## config.mk

```make
export PLATFORM = sky130hd
export DESIGN_NAME = sobel_ram
export DESIGN_NICKNAME = d
export VERILOG_FILES = /design/src/hw/rtl/sobel_ram.sv
export SDC_FILE = /design/constraint.sdc
export NUM_CORES = 2
export LEC_CHECK = 0
export BUFFER_PORTS_ARGS = -buffer_cell sky130_fd_sc_hd__buf_2
export CORE_MARGIN = 4
export CORE_UTILIZATION = 45
export CTS_CLUSTER_DIAMETER = 80
export DETAILED_ROUTE_END_ITERATION = 10
export PLACE_DENSITY = 0.63
export SLEW_MARGIN = 20
export SYNTH_ARGS = -nofsm -noshare
export SYNTH_HDL_FRONTEND = slang
export SYNTH_SLANG_ARGS = --single-unit
```

## constraint.sdc

```tcl
create_clock -name clk -period 2.3 [get_ports clk]
set_input_delay 0.345 -clock clk [delete_from_list [all_inputs] [get_ports clk]]
set_output_delay 0.345 -clock clk [all_outputs]
set_load 0.05 [all_outputs]
```

## src/hw/rtl/sobel_ram.sv

```systemverilog
// sobel_ram: generic single-write, single-read RAM with registered read data
// no dependencies
`timescale 1ns / 1ps

module sobel_ram #(
  parameter int unsigned WIDTH = 8,
  parameter int unsigned DEPTH = 256
) (
  input  logic                     clk,
  input  logic                     we,
  input  logic [$clog2(DEPTH)-1:0] waddr,
  input  logic [WIDTH-1:0]         wdata,
  input  logic [$clog2(DEPTH)-1:0] raddr,
  output logic [WIDTH-1:0]         rdata
);

  logic [WIDTH-1:0] mem [DEPTH];

  // write port and registered read port
  always_ff @(posedge clk) begin
    if (we) begin
      mem[waddr] <= wdata;
    end
    rdata <= mem[raddr];
  end

endmodule

```

## After elaboration in Yosys (flattened, before gate mapping)

Memories as Yosys holds them, arrays and structs flattened. A register that Yosys moved wholly into a read port is not among the register bits.
Cells that the tools add are included.

| word-level totals | value |
|---|---|
| bits in registers | 0 |
| memory bits (writable) | 2048 |
| word-level logic and storage cells | 3 |
| memories | 1 |

| cells by class | value |
|---|---|
| muxes and demuxes | 2 |

Memory list:

| memory | depth | bits a word | rd ports | clocked after Yosys merged registers in | wr ports | line | RTL |
|---|---|---|---|---|---|---|---|
| mem | 256 | 8 | 1 | 1 | 1 | 17 | `logic [WIDTH-1:0] mem [DEPTH];` |

Operator list:

| operator | count |
|---|---|
| $mux 1 | 2 |

## Logic depth before layout (Yosys ltp)

| depth | value |
|---|---|
| depth after elaboration | 2 |
| mapped depth | 11 |
| gate-level depth less buffers | 6 |

## Worst setup path before layout

OpenSTA, ideal clock, no wires.

| timing | value |
|---|---|
| path type | input-to-reg |
| start | in raddr[0] |
| end | reg rdata[2] (read register of mem) |
| setup time | 0.131 ns |
| data arrival time | 2.152 ns |
| required time | 2.169 ns |
| slack | 0.017 ns |
| stages | 9 |
| cell sequence | buf_6 buf_12 buf_8 buf_2 mux4_2 a22oi_1 a21oi_1 nor4_1 nor4_2 |

RTL lines:

| element | line | RTL |
|---|---|---|
| from (decl) | 13 | `input logic [$clog2(DEPTH)-1:0] raddr,` |
| to (decl) | 14 | `output logic [WIDTH-1:0] rdata` |

==> summary.md <==
| Metric | Value |
|---|---|
| Sink Count | `around 2000` |
| Iteration-0 DRC Markers | `5167` |
| Clock Skews | `69.6 ps` |
| Site Rows | `between 150 and 200` |
| Final setup violation count | `0` |
| Die ar. | `184000 um2` |
| Hold crit path type | `input port to flip-flop` |
| Share of layout cells above drive strength 1 | `0.337` |
| Area after DPL | `88300 um2` |
| Commonest non-fill, non-tap cell in the layout | `edfxtp_1` |
| GRT Total Usage | `0.219` |
| Max-slew violations | `0` |
| Post-synth top area share | `0.773` |
| Main synth FF type | `edfxtp_1` |
| Seq pwr share | `0.523` |
| CP startpoint kind | `flip-flop` |
| Post-synthesis sequential area ratio | `0.775` |
| Combinational power share | `0.058` |
| Die width | `approximately 430 um` |
| Fin crit share | `0.985` |
| Register bit total from synthesis | `2056` |
| RSZ-0062 raised after global routing | `true` |
| Maximum fanout along the worst path | `1` |
| Effective utilization at floorplan | `0.452` |
| Status | `completed` |
| Worst setup margin | `34.4 ps` |
| Final hold vios | `0` |
| Vias/cell | `between 5 and 6` |
| Fmax | `between 400 and 500 MHz` |
| Fin crit period | `around 2300 ps` |
| Max IR drop VDD | `approximately 800 uV` |
| First-pass GRT wire length | `294000 um` |
| Sum of negative setup slack | `0 ps` |
| Drt total wl | `between 200000 and 250000 um` |
| Yosys top cell by area | `edfxtp_1` |
| Sw Share | `0.215` |
| Worst slew margin | `0.492` |
| Hpwl dp | `130000 um` |
| Most area-consuming cells after synthesis | `edfxtp_1 (77%), mux4_2 (13%), mux2i_1 (1.7%), nor2_1 (1.3%), a22oi_1 (1.3%)` |
| Most frequent cells in the layout | `edfxtp_1 (2048), buf_4 (650), mux4_2 (454), nor2_1 (279), clkbuf_16 (203)` |
| Pre-antenna DRT Iters | `5` |
| H-Tree Depth | `4` |
| Die height | `428 um` |
| Post-synth ARST share | `0` |
| # nets final | `about 4500` |
| Crit Path Class | `flip-flop to flip-flop` |
| Largest net degree at the start of global routing | `slightly below 100` |
| CTS Buf Count | `203` |
| Synthesized cell area | `79600 um2` |
| Synth warn | `0` |
| Internal power | `about 62 mW` |
| Place WS | `-1070 ps` |
| CTS tree | `yes` |
| Core box area | `roughly 180000 um2` |
| Clk buf depth | `3` |
| Root Driver | `clkbuf_16` |
| Max-Cap Viols | `0` |
| Final ANT Viol Nets | `0` |
| Unique masters post-synth | `55` |
| Routed vias | `41200` |
| Placed cell count | `6625` |
| Vias in the first global route | `41400` |
| Clock Pin Slew Worst Setup and Hold Paths | `60 ps` |
| P_leak | `31.1 nW` |
| Buffers added on ports | `33` |
| Slew @ Worst Pin | `762 ps` |
| Post-route DRC | `0` |
| Worst skew pair latency | `about 850 ps` |
| Setup repair bufs after CTS | `0` |
| Antenna violations before repair | `8` |
| Synth-to-Final Area Change | `19.8%` |
| WL per Instance | `28.7 um` |
| Part of the power in the clock network | `0.419` |
| Net count after synthesis | `3759` |
| WP data required | `2990 ps` |
| Post-synth EDFFs | `2048` |
| Psw | `17.0 mW` |
| Layout Cells excl Fill | `7019` |
| I/O pin count | `34` |
| Pwr/cell area | `830 nW/um2` |
| Mapped Cells | `between 3000 and 4000` |
| Synthesized area per cell | `21.3 um2` |
| Worst path arrival time | `slightly below 3000 ps` |
| Post-route cell area | `95300 um2` |
| Crit. End Element | `flip-flop` |
| Final GP Congestion | `0.840` |
| GRT Residual Overflow | `0` |
## critical path, stage by stage (launching register included)
cell and delay, ps:
edfxtp_1 360, mux4_2 470, a22o_1 280, a221oi_4 280
buf_4 170, o221ai_1 120, a211oi_2 250, buf_4 160
nor4_1 30
## stage by stage
step	utilization	power, mW	hold WS (ps)
global placement	0.502	46.6	633
CTS	0.541	79.6	5.23
detailed placement	0.502	46.7	636
finish	0.542	79.1	23.3
global route	0.542	81.5	18.2
floorplan	-	44.2	444
## area by class of cell
cell class / count / area [um2]
multi-input cells: 1442 / 16700
diodes: 6 / 15.0
clock buffers: 254 / 5370
inverters: 2 / 7.51
well taps: 2340 / 2930
clock inverters: 128 / 1390
flip-flops and latches: 2056 / 61700
fillers: 13300 / 80600
repair buffers: 791 / 7280
## metal layers
layer | track usage | up-vias | share of wire
li1 | - | 17300 | -
met1 | 0.318 | 21800 | 0.41
met2 | 0.345 | 1844 | 0.48
met3 | 0.0363 | 306 | 0.080
met4 | 0.0620 | 0 | 0.026
met5 | 0 | - | 0
## logic make-up (layout without fill, tap and decap cells)
family	Yosys count	count (layout)	share of synthesized area
flip-flops	2056	2056	0.775
multiplexers	591	591	0.146
AND/OR/NAND/NOR	466	466	0.0263
AO/OA/AOI/OAI	385	385	0.0342
buffers and inverters	235	1175	0.0183
other	0	6	0
## sequential cells by signal, summed over array words and instances, names as in the netlist
| name | cells |
|---|---|
| mem | 2048 |
| rdata | 8 |
## synth_stat cells, types with 10 or more instances
master / count
clkbuf_1: 111
nand3_1: 34
nor3_1: 22
o21ai_0: 10
buf_4: 27
buf_1: 22
a221oi_1: 13
buf_2: 31
nand2_1: 33
nor2b_1: 31
buf_6: 21
o221ai_1: 46
nor2_1: 282
buf_8: 13
mux2i_1: 134
nand4_1: 10
a22oi_1: 133
a21oi_1: 96
mux4_2: 454
o22ai_1: 28
a211oi_1: 16
o211ai_1: 10
edfxtp_1: 2048
nor4_1: 24
## final timing paths
check                   from         end  slack [ps]  cells past startpoint
hold / removal      wdata[2]  mem[38][2]          20                      1
hold reg to reg   mem[40][3]    rdata[3]         990                      7
setup reg to reg  mem[27][5]    rdata[5]          30                      8
setup / recovery  mem[27][5]    rdata[5]          30                      8
## power by group through the flow
stage,combinational (mW),clock [mW],sequential (mW)
finish,4.56,33.1,41.4
global route,4.81,35.3,41.3
CTS,4.56,33.7,41.4
detailed placement,4.52,0,42.2
global placement,4.47,0,42.2
floorplan,2.01,0,42.2
## timing repair
item	CTS	global route
pin swaps	1	1
endpoints found under the setup margin	6	8
hold buffers	6	0
hold endpoints to repair	168	0
resized for setup	14	12
Note: power is estimated with default switching activity, not from simulation.
